File: src/rtl/ehist_pkg.sv
// ----------------------------------------------------------------------------
// ehist_pkg: shared definitions for the binned event histogram
// Widths, defaults and the ranker command struct.
// ----------------------------------------------------------------------------
`default_nettype none

package ehist_pkg;

   localparam int NUM_BINS_DEF  = 24;   // hour bins
   localparam int TOP_COUNT_DEF = 3;    // ranks kept
   localparam int SHOWN_RANKS   = 3;    // ranks on the result port
   localparam int BIN_W         = 5;    // bin field width
   localparam int CNT_W         = 8;    // counter width

   localparam logic [CNT_W-1:0] COUNT_MAX = 8'd254;

   // command from the sequencer to the ranker
   typedef struct packed {
      logic             clear;   // start a new ranking
      logic             load;    // offer one (count, bin) pair
      logic [CNT_W-1:0] cnt;
      logic [BIN_W-1:0] bin;
   } rank_cmd_type;

endpackage

`default_nettype wire

File: src/rtl/binned_event_histogram_top3_core.sv
// ----------------------------------------------------------------------------
// binned_event_histogram_top3_core: hour-bin event histogram with top-3 ranks
// Saturating per-bin counters in a small memory, ranked at period end.
// ----------------------------------------------------------------------------
// One item is handled at a time. For a record item (req_type 0) the counter
// is read from the memory, then bumped (saturating at 254) and written back
// while the result is loaded. For an end-of-period item (req_type 1) the
// memory read port sweeps one bin per cycle into the ranking list, then all
// counters are dropped at once by clearing their valid bits. Every transfer
// in gives exactly one transfer out carrying the addressed bin's new count
// (0 for a bin out of range or after a period end) and the current top three
// bins, where NUM_BINS means none. The result register lets a new item be
// taken while the previous result still waits; a full result register with
// rsp_ready low stalls the item in its final cycle. No clearing pass is
// needed after reset.
// ----------------------------------------------------------------------------
`default_nettype none

module binned_event_histogram_top3_core
   import ehist_pkg::*;
#(
   parameter int NUM_BINS  = NUM_BINS_DEF,
   parameter int TOP_COUNT = TOP_COUNT_DEF
) (
   input  wire logic             clock,
   input  wire logic             reset,
   // request channel
   input  wire logic             req_valid,
   output logic                  req_ready,
   input  wire logic             req_type,
   input  wire logic [BIN_W-1:0] req_bin,
   // response channel
   output logic                  rsp_valid,
   input  wire logic             rsp_ready,
   output logic      [CNT_W-1:0] rsp_bin_count,
   output logic      [BIN_W-1:0] rsp_top_first,
   output logic      [BIN_W-1:0] rsp_top_second,
   output logic      [BIN_W-1:0] rsp_top_third
);

   localparam int AW = $clog2(NUM_BINS);
   localparam logic [AW-1:0]    LAST_IDX = AW'(NUM_BINS - 1);
   localparam logic [BIN_W-1:0] NONE_BIN = BIN_W'(NUM_BINS);

   typedef enum logic [3:0] {
      S_IDLE = 4'b0001,   // waiting for a request transfer
      S_RD   = 4'b0010,   // record: counter read data is back
      S_SCAN = 4'b0100,   // period end: one bin per cycle into the ranker
      S_DONE = 4'b1000    // period end: clear counters, report ranking
   } state_type;

   state_type state_ff, state_in;

   logic [AW-1:0] addr_ff, addr_in;   // bin of the record in flight
   logic          rng_ff, rng_in;     // bin is inside the histogram
   logic [AW-1:0] idx_ff, idx_in;     // scan position

   // memory and ranker hookup
   logic             mem_rd_en;
   logic [AW-1:0]    mem_rd_addr;
   logic [CNT_W-1:0] mem_rd_data;
   logic             mem_wr_en;
   logic [CNT_W-1:0] mem_wr_data;
   logic             mem_clear;
   rank_cmd_type     rank_cmd;
   logic [TOP_COUNT-1:0][BIN_W-1:0] top_bins;

   // result register
   logic             rsp_valid_ff, rsp_valid_in;
   logic [CNT_W-1:0] cnt_out_ff;
   logic [BIN_W-1:0] top0_ff, top1_ff, top2_ff;
   logic             out_load;
   logic [CNT_W-1:0] out_cnt;
   logic             out_free;
   logic [BIN_W-1:0] shown [SHOWN_RANKS];

   ehist_cnt_mem #(
      .NUM_BINS (NUM_BINS)
   ) u_mem (
      .clock     (clock),
      .reset     (reset),
      .rd_en     (mem_rd_en),
      .rd_addr   (mem_rd_addr),
      .rd_data   (mem_rd_data),
      .wr_en     (mem_wr_en),
      .wr_addr   (addr_ff),
      .wr_data   (mem_wr_data),
      .clear_all (mem_clear)
   );

   ehist_rank #(
      .NUM_BINS  (NUM_BINS),
      .TOP_COUNT (TOP_COUNT)
   ) u_rank (
      .clock    (clock),
      .reset    (reset),
      .cmd      (rank_cmd),
      .top_bins (top_bins)
   );

   // ranks past TOP_COUNT read none
   for (genvar k = 0; k < SHOWN_RANKS; k++) begin : g_shown
      if (k < TOP_COUNT) begin : g_kept
         assign shown[k] = top_bins[k];
      end else begin : g_none
         assign shown[k] = NONE_BIN;
      end
   end

   assign out_free  = ~rsp_valid_ff | rsp_ready;
   assign req_ready = (state_ff == S_IDLE);

   // saturating bump of the counter just read
   assign mem_wr_data = (mem_rd_data < COUNT_MAX) ? mem_rd_data + CNT_W'(1) : mem_rd_data;

   always_comb begin
      state_in    = state_ff;
      addr_in     = addr_ff;
      rng_in      = rng_ff;
      idx_in      = idx_ff;
      mem_rd_en   = 1'b0;
      mem_rd_addr = idx_ff;
      mem_wr_en   = 1'b0;
      mem_clear   = 1'b0;
      rank_cmd    = '0;
      out_load    = 1'b0;
      out_cnt     = '0;

      unique case (state_ff)
         S_IDLE: begin
            if (req_valid) begin
               rng_in  = req_bin < NONE_BIN;
               addr_in = req_bin[AW-1:0];
               if (req_type) begin
                  // period end: start the sweep at bin 0
                  mem_rd_en      = 1'b1;
                  mem_rd_addr    = '0;
                  idx_in         = '0;
                  rank_cmd.clear = 1'b1;
                  state_in       = S_SCAN;
               end else begin
                  mem_rd_en   = req_bin < NONE_BIN;
                  mem_rd_addr = req_bin[AW-1:0];
                  state_in    = S_RD;
               end
            end
         end
         S_RD: begin
            // on stall nothing is written yet: read data is held until the write
            if (out_free) begin
               mem_wr_en = rng_ff;
               out_load  = 1'b1;
               out_cnt   = rng_ff ? mem_wr_data : '0;
               state_in  = S_IDLE;
            end
         end
         S_SCAN: begin
            rank_cmd.load = 1'b1;
            rank_cmd.cnt  = mem_rd_data;
            rank_cmd.bin  = BIN_W'(idx_ff);
            if (idx_ff == LAST_IDX) begin
               state_in = S_DONE;
            end else begin
               mem_rd_en   = 1'b1;
               mem_rd_addr = idx_ff + AW'(1);
               idx_in      = idx_ff + AW'(1);
            end
         end
         S_DONE: begin
            if (out_free) begin
               mem_clear = 1'b1;
               out_load  = 1'b1;
               out_cnt   = '0;
               state_in  = S_IDLE;
            end
         end
         default: begin
            state_in = S_IDLE;
         end
      endcase
   end

   assign rsp_valid_in = out_load | (rsp_valid_ff & ~rsp_ready);

   always_ff @(posedge clock) begin
      if (reset) begin
         state_ff     <= S_IDLE;
         rsp_valid_ff <= 1'b0;
      end else begin
         state_ff     <= state_in;
         rsp_valid_ff <= rsp_valid_in;
      end
   end

   always_ff @(posedge clock) begin
      addr_ff <= addr_in;
      rng_ff  <= rng_in;
      idx_ff  <= idx_in;
      if (out_load) begin
         cnt_out_ff <= out_cnt;
         top0_ff    <= shown[0];
         top1_ff    <= shown[1];
         top2_ff    <= shown[2];
      end
   end

   assign rsp_valid      = rsp_valid_ff;
   assign rsp_bin_count  = cnt_out_ff;
   assign rsp_top_first  = top0_ff;
   assign rsp_top_second = top1_ff;
   assign rsp_top_third  = top2_ff;

endmodule

`default_nettype wire

File: src/rtl/ehist_cnt_mem.sv
// ----------------------------------------------------------------------------
// ehist_cnt_mem: bin counter store
// One write port, one read port, registered read data. Per-entry valid
// bits make a cleared entry read as zero.
// ----------------------------------------------------------------------------
`default_nettype none

module ehist_cnt_mem
   import ehist_pkg::*;
#(
   parameter int NUM_BINS = NUM_BINS_DEF,
   localparam int AW      = $clog2(NUM_BINS)
) (
   input  wire logic             clock,
   input  wire logic             reset,
   input  wire logic             rd_en,
   input  wire logic [AW-1:0]    rd_addr,
   output logic      [CNT_W-1:0] rd_data,
   input  wire logic             wr_en,
   input  wire logic [AW-1:0]    wr_addr,
   input  wire logic [CNT_W-1:0] wr_data,
   input  wire logic             clear_all
);

   logic [CNT_W-1:0]    mem [NUM_BINS];
   logic [NUM_BINS-1:0] vld_ff;
   logic [NUM_BINS-1:0] vld_in;
   logic [CNT_W-1:0]    rd_data_ff;

   always_comb begin
      vld_in = vld_ff;
      if (clear_all) begin
         vld_in = '0;
      end else if (wr_en) begin
         vld_in[wr_addr] = 1'b1;
      end
   end

   always_ff @(posedge clock) begin
      if (reset) begin
         vld_ff <= '0;
      end else begin
         vld_ff <= vld_in;
      end
   end

   always_ff @(posedge clock) begin
      if (wr_en) begin
         mem[wr_addr] <= wr_data;
      end
   end

   // read data held until the next read
   always_ff @(posedge clock) begin
      if (rd_en) begin
         rd_data_ff <= vld_ff[rd_addr] ? mem[rd_addr] : '0;
      end
   end

   assign rd_data = rd_data_ff;

endmodule

`default_nettype wire

File: src/rtl/ehist_rank.sv
// ----------------------------------------------------------------------------
// ehist_rank: top-k ranking list
// Keeps the TOP_COUNT highest (count, bin) pairs, sorted, by insertion.
// Pairs arrive in ascending bin order; ties keep the earlier bin ahead.
// ----------------------------------------------------------------------------
`default_nettype none

module ehist_rank
   import ehist_pkg::*;
#(
   parameter int NUM_BINS  = NUM_BINS_DEF,
   parameter int TOP_COUNT = TOP_COUNT_DEF
) (
   input  wire logic                              clock,
   input  wire logic                              reset,
   input  wire rank_cmd_type                      cmd,
   output logic [TOP_COUNT-1:0][BIN_W-1:0]        top_bins
);

   localparam logic [BIN_W-1:0] NONE_BIN = BIN_W'(NUM_BINS);

   logic [CNT_W-1:0] cnt_ff [TOP_COUNT];
   logic [CNT_W-1:0] cnt_in [TOP_COUNT];
   logic [BIN_W-1:0] bin_ff [TOP_COUNT];
   logic [BIN_W-1:0] bin_in [TOP_COUNT];
   logic [TOP_COUNT-1:0] gt;

   // gt is a suffix mask since the list is sorted descending
   for (genvar j = 0; j < TOP_COUNT; j++) begin : g_slot
      assign gt[j] = cmd.cnt > cnt_ff[j];

      if (j == 0) begin : g_head
         always_comb begin
            cnt_in[j] = cnt_ff[j];
            bin_in[j] = bin_ff[j];
            if (cmd.clear) begin
               cnt_in[j] = '0;
               bin_in[j] = NONE_BIN;
            end else if (cmd.load && gt[j]) begin
               cnt_in[j] = cmd.cnt;
               bin_in[j] = cmd.bin;
            end
         end
      end else begin : g_tail
         always_comb begin
            cnt_in[j] = cnt_ff[j];
            bin_in[j] = bin_ff[j];
            if (cmd.clear) begin
               cnt_in[j] = '0;
               bin_in[j] = NONE_BIN;
            end else if (cmd.load && gt[j]) begin
               if (gt[j-1]) begin
                  cnt_in[j] = cnt_ff[j-1];
                  bin_in[j] = bin_ff[j-1];
               end else begin
                  cnt_in[j] = cmd.cnt;
                  bin_in[j] = cmd.bin;
               end
            end
         end
      end

      always_ff @(posedge clock) begin
         if (reset) begin
            cnt_ff[j] <= '0;
            bin_ff[j] <= NONE_BIN;
         end else begin
            cnt_ff[j] <= cnt_in[j];
            bin_ff[j] <= bin_in[j];
         end
      end

      assign top_bins[j] = bin_ff[j];
   end

endmodule

`default_nettype wire

File: config.mk
export PLATFORM = sky130hd
export DESIGN_NAME = binned_event_histogram_top3_core
export DESIGN_NICKNAME = d
export VERILOG_FILES = /design/src/rtl/ehist_pkg.sv /design/src/rtl/binned_event_histogram_top3_core.sv /design/src/rtl/ehist_cnt_mem.sv /design/src/rtl/ehist_rank.sv
export SDC_FILE = /design/constraint.sdc
export NUM_CORES = 1
export LEC_CHECK = 0
export BUFFER_PORTS_ARGS = -buffer_cell sky130_fd_sc_hd__buf_4
export CORE_MARGIN = 1.5
export CORE_UTILIZATION = 62
export CTS_CLUSTER_SIZE = 28
export DETAILED_ROUTE_END_ITERATION = 8
export PLACE_DENSITY = 0.78
export SLEW_MARGIN = 0
export SYNTH_ARGS = -nofsm -noshare
export SYNTH_HDL_FRONTEND = slang
export SYNTH_SLANG_ARGS = --single-unit
File: constraint.sdc
create_clock -name clock -period 6.2 [get_ports clock]
set_input_delay 1.24 -clock clock [delete_from_list [all_inputs] [get_ports clock]]
set_output_delay 1.24 -clock clock [all_outputs]
set_load 0.005 [all_outputs]
==> out/metrics.csv, run 1 <==
metric,value,unit
worst reg2reg endpoint,u_mem.rd_data[1],
post-cts sizing count,0,
status,"finished, final reports clean",
area share of the largest cell type after synthesis,0.542,
"slowest stage delay, CP",1060,ps
post-CTS setup buffers,0,
register area share after synthesis,0.647,
grt ovf,0,
skew final,18.7,ps
Initial DRT Pass Iterations,5,
hpwl dp,19.1,mm
n_diodes,0,
core footprint,20400,um^2
clock latency on the worst-skew pair,560,ps
Crit path depth,10,
PD cells,314,nW/um^2
Post-synth EDFFs,234,
crit path buf inv count,2,
Static Leakage,5.18,nW
clock transition at the registers of the reported paths,60,ps
Hold Path Depth,0,
fraction of layout cells with a size suffix above 1,0.119,
Fmax,0.239,GHz
Yosys top cell by area,edfxtp_1,
IO Pins,35,
pin count of the biggest net entering global routing,49,
worst slew pin tran,1300,ps
peak supply drop,0.000265,V
Worst Hold Class,reg -> reg,
Layout area overhead,12.2,%
Crit. End Element,flip-flop,
Tot Pwr,4.58,mW
CP Data Required Time,6570,ps
WS Path Type,reg -> reg,
Die ar.,21800,um^2
"critical path fanouts, max",37,
Synth Register Bits,302,
slowest cell on the critical path,a311oi_4,
Initial Util,0.637,
relative slew slack,0.135,
Routed WL,29.7,mm
# rows,52,
GPL Wtd Cong,0.841,
FILL cells,1409,
final max-slew violation count,0,
final hold vios,0,
synthesized area,13000,um^2
Worst setup SP type,flip-flop,
"Async S/R FF share, synth",0,
via count,8823,
Max H-tree Level,1,
RSZ-0062 raised after global routing,false,
post-synth cell types,61,
DRT iter0 DRCs,741,
largest cells by area after synthesis,"edfxtp_1, dfxtp_1, nand2_1, nor2_1, mux2i_1",
nets@finish,1160,
per-cell routed wire length,20.8,um
Gate Count Post-Synth,1101,
R2R setup slack,2020,ps
CTS sink count,302,
Finish-stage setup viols,0,
Die Span X,148,um
first-pass GRT wire length,46.3,mm
ys flop type,edfxtp_1,
Syn Area/Cell,11.8,um^2
post-synth net total,1131,
Reg2Reg Depth,10,
YS warnings,0,
CTS Root Cell,clkbuf_16,
Port Buffers,34,
Routed Antenna Nets,0,
HP Start,u_rank.bin_ff[2][4],
crit path cell chain,nor4b_4 > buf_4 > nand2_1 > a311oi_4 > buf_4 > nand2_1 > nand3_1 > a21oi_1 > a2111o_1 > a2111oi_2,
Clock Path Buffers,3,
initial antenna violation count,0,
number of global-route vias before repair,8595,
hold slack,433,ps
CTS buffer count,30,
CTS tree,built,
min Tclk post-route,4180,ps
hold_buf cts,0,
"Data arrival, critical path",4550,ps
routed vias/inst,6.20,
Fin Setup TNS,0,ps
DRC,0,
part of the cycle the worst path needs,0.675,
FF-to-FF Start,state_ff[2],
Die H,148,um
Crit path max-delay family,compound AO/OA/AOI/OAI gates,
GRT Overall Usage,0.275,
max_cap viols,0,
Hold Crit Endpoint,rsp_top_third[4],
-- through the flow --
stage                     setup WS, ps  area [um^2]  utilization  instances
after floorplan                   2650        13000            -       1101
after global placement            2030        13500        0.664       1368
after detailed placement          1950        13500        0.664       1368
after CTS                         2030        14500        0.714       1424
after global routing              1770        14500        0.714       1424
final                             2020        14500        0.714       1424
-- area by class of cell --
| class | count | area, um^2 | share of cell area |
|---|---|---|---|
| clock inverters | 16 | 193 | 0.0132 |
| multi-input cells | 718 | 4280 | 0.294 |
| clock buffers | 40 | 828 | 0.0569 |
| inverters | 25 | 93.8 | 0.00645 |
| well taps | 270 | 338 | 0.0232 |
| flip-flops and latches | 302 | 8390 | 0.577 |
| repair buffers | 53 | 423 | 0.0291 |
-- cells by family after synthesis --
kind of cell | synth area share
AOI/OAI and AO/OA | 0.110
xor gates and xnor gates | 0.00743
adders and majority gates | 0.0193
buffers and inverters | 0.0261
DFF | 0.647
muxes | 0.0364
and+or+nand+nor | 0.154
-- cells in the final DEF (no fill, tap or decap), drive strengths merged, types with 25 or more instances in the layout --
cell type	count
mux2i	37
clkbuf	40
inv	25
nand2	196
edfxtp	234
dfxtp	68
a31oi	34
a21oi	43
o21a	25
buf	53
and3	33
nand3	31
nor2	111
-- per-layer routing --
metal	global-route usage	part of all wire	wire length, um	vias up
met1	0.367	0.41	12100	4255
met3	0.0488	0.076	2240	83
met2	0.446	0.48	14200	390
met5	0	0	0	-
li1	-	-	-	4095
met4	0.115	0.040	1180	0
-- sequential cells by signal, indices dropped and copies added, names as in the netlist --
register,count
addr_ff,5
idx_ff,5
rng_ff,1
rsp_bin_count,8
rsp_top_first,5
rsp_top_second,5
rsp_top_third,5
rsp_valid,1
state_ff,4
u_mem.mem,192
u_mem.rd_data,8
u_mem.vld_ff,24
u_rank.bin_ff,15
u_rank.cnt_ff,24
-- power by group --
group | total [mW] | leakage [nW] | switching, mW | internal, mW
clock network | 1.85 | 0.497 | 0.747 | 1.10
logic | 0.442 | 2.01 | 0.313 | 0.129
registers | 2.28 | 2.68 | 0.0297 | 2.25
-- how the worst max path moves through the flow --
stage | startpoint | end
2_1_floorplan | req_valid | u_mem.rd_data[0]
3_3_place_gp | req_type | u_mem.rd_data[6]
3_5_place_dp | req_type | u_mem.rd_data[1]
4_1_cts | state_ff[2] | u_mem.rd_data[1]
5_1_grt | state_ff[2] | u_mem.rd_data[6]
6_report | state_ff[2] | u_mem.rd_data[1]
-- cells in the mapped netlist (21+ instances only) --
library cell,number
nand3_1,31
edfxtp_1,234
a21oi_1,43
mux2i_1,37
a31oi_1,34
nand2_1,195
and3_1,33
o21a_1,25
nor2_1,111
dfxtp_1,68
a211oi_1,21
clkbuf_1,31
inv_1,24
Power figures use the tool's default switching activity.
==> inputs of run 2 (changes only) <==
--- a/config.mk
+++ b/config.mk
@@ -7,10 +7,10 @@
 export LEC_CHECK = 0
 export BUFFER_PORTS_ARGS = -buffer_cell sky130_fd_sc_hd__buf_4
 export CORE_MARGIN = 1.5
-export CORE_UTILIZATION = 62
+export CORE_UTILIZATION = 56
 export CTS_CLUSTER_SIZE = 28
 export DETAILED_ROUTE_END_ITERATION = 8
-export PLACE_DENSITY = 0.78
+export PLACE_DENSITY = 0.75
 export SLEW_MARGIN = 0
 export SYNTH_ARGS = -nofsm -noshare
 export SYNTH_HDL_FRONTEND = slang
==> constraint.sdc (replaced) <==
create_clock -name clock -period 3.6 [get_ports clock]
set_input_delay 0.72 -clock clock [delete_from_list [all_inputs] [get_ports clock]]
set_output_delay 0.72 -clock clock [all_outputs]
set_load 0.005 [all_outputs]
==> out/metrics.csv, run 2 (synthesis gave the netlist of run 1 again) <==
metric,value,unit,change
relative slew slack,0.275,,was 0.135
status,"finished, final reports clean",,unchanged
Die H,155,um,was 148 um
CP Data Required Time,3950,ps,was 6570 ps
max_cap viols,0,,unchanged
Finish-stage setup viols,0,,unchanged
pin count of the biggest net entering global routing,54,,was 49
PD cells,534,nW/um^2,was 314 nW/um^2
RSZ-0062 raised after global routing,false,,unchanged
nets@finish,1214,,was 1160
Crit. End Element,flip-flop,,unchanged
CTS tree,built,,unchanged
max reg flops,192,,unchanged
Die ar.,24100,um^2,was 21800 um^2
grt ovf,0,,unchanged
Final Non-Filler Cells,1493,,was 1424
# rows,55,,was 52
FILL cells,1687,,was 1409
Initial Util,0.571,,was 0.637
final max-slew violation count,0,,unchanged
per-cell routed wire length,20.9,um,was 20.8 um
WS Path Type,reg -> reg,,unchanged
Routed WL,31.2,mm,was 29.7 mm
part of the cycle the worst path needs,0.954,,was 0.675
GRT Overall Usage,0.261,,was 0.275
"commonest non-fill, non-tap cell in the layout",edfxtp_1,,unchanged
via count,9027,,was 8823
DRC,0,,unchanged
worst slew pin tran,1080,ps,was 1300 ps
largest registers,"u_mem.mem x192, u_mem.vld_ff x24, u_rank.cnt_ff x24",,unchanged
Clock Path Buffers,3,,unchanged
Worst setup SP type,flip-flop,,unchanged
peak supply drop,0.000441,V,was 0.000265 V
number of global-route vias before repair,8763,,was 8595
Max H-tree Level,1,,unchanged
Layout area overhead,16.1,%,was 12.2%
core footprint,22700,um^2,was 20400 um^2
Fin Setup TNS,0,ps,unchanged
Tot Pwr,8.04,mW,was 4.58 mW
most frequent cells in the layout,"edfxtp_1, nand2_1, nor2_1",,unchanged
hpwl dp,20.2,mm,was 19.1 mm
first-pass GRT wire length,48.6,mm,was 46.3 mm
initial antenna violation count,0,,unchanged
Worst Hold Class,in -> reg,,was reg -> reg
Placed Cells incl. Taps,1435,,was 1368
final hold vios,0,,unchanged
Initial DRT Pass Iterations,5,,unchanged
hold_buf cts,0,,unchanged
fraction of layout cells with a size suffix above 1,0.163,,was 0.119
clock latency on the worst-skew pair,560,ps,about the same
min Tclk post-route,3440,ps,was 4180 ps
n_diodes,0,,unchanged
CTS Root Cell,clkbuf_16,,unchanged
DRT iter0 DRCs,793,,was 741
IO Pins,35,,unchanged
"Most flops, register",u_mem.mem,,unchanged
GPL Wtd Cong,0.929,,was 0.841
Port Buffers,34,,unchanged
CTS buffer count,30,,unchanged
skew final,8.94,ps,was 18.7 ps
"critical path fanouts, max",44,,was 37
Die Span X,155,um,was 148 um
clock transition at the registers of the reported paths,60,ps,about the same
Static Leakage,5.50,nW,was 5.18 nW
"Data arrival, critical path",3790,ps,was 4550 ps
Routed Antenna Nets,0,,unchanged
routed vias/inst,6.05,,was 6.20
CTS sink count,302,,unchanged
Fmax,0.291,GHz,was 0.239 GHz
run 2: cell types whose count changed in the layout (fill, tap and decap cells not counted), sizes merged:
cell	before	now
bufinv	4	6
inv	25	26
clkinvlp	2	0
buf	53	106
clkinv	10	13
clkbuf	40	37
run 2: layer usage:
layer	track usage	vias up	routed length, um
li1	-	4211	-
met1	0.344	4395	12900
met2	0.447	332	15400
met3	0.0368	89	1870
met4	0.0898	0	1060
met5	0	-	0
run 2: final timing paths:
check / startpoint / endpoint / slack (ps) / cells past startpoint
max: state_ff[0] / u_mem.rd_data[1] / 160 / 9
max reg2reg: state_ff[0] / u_mem.rd_data[1] / 160 / 9
min reg2reg: u_rank.bin_ff[2][2] / rsp_top_third[2] / 430 / 0
min: req_bin[1] / addr_ff[1] / 350 / 1
run 2: timing repair:
action                                  CTS  global route
setup buffers                             0             1
endpoints found under the setup margin    0            24
resized for setup                         0             6
run 2: power by group:
group          total (mW)  internal, mW  switching, mW
sequential           3.92          3.88         0.0422
clock                3.29          1.99           1.30
combinational       0.831         0.263          0.569
total                8.04          6.13           1.91
run 2: per-stage QoR:
step	utilization	setup slack, ps	instance area [um^2]	hold slack, ps
2_1_floorplan	-	70.0	13000	400
3_3_place_gp	0.615	251	14000	406
3_5_place_dp	0.615	201	14000	413
4_1_cts	0.661	98.6	15000	342
5_1_grt	0.663	17.3	15100	345
6_report	0.663	164	15100	351
run 2: layout make-up:
type	instances	area, um^2	area share
clock inverters	20	268	0.0178
well taps	285	357	0.0237
inverters	25	93.8	0.00623
multi-input cells	718	4300	0.286
repair buffers	107	862	0.0573
flip-flops and latches	302	8390	0.557
clock buffers	36	783	0.0520
run 2: worst max-delay path, stage by stage (launching register included):
cell       delay, ps
dfxtp_1          470
or4b_1           550
nor3_1           310
a311o_2          370
buf_12           270
nand2_1           90
nand4_1          100
a41oi_1          190
a2111o_2         590
a2111oi_2        270
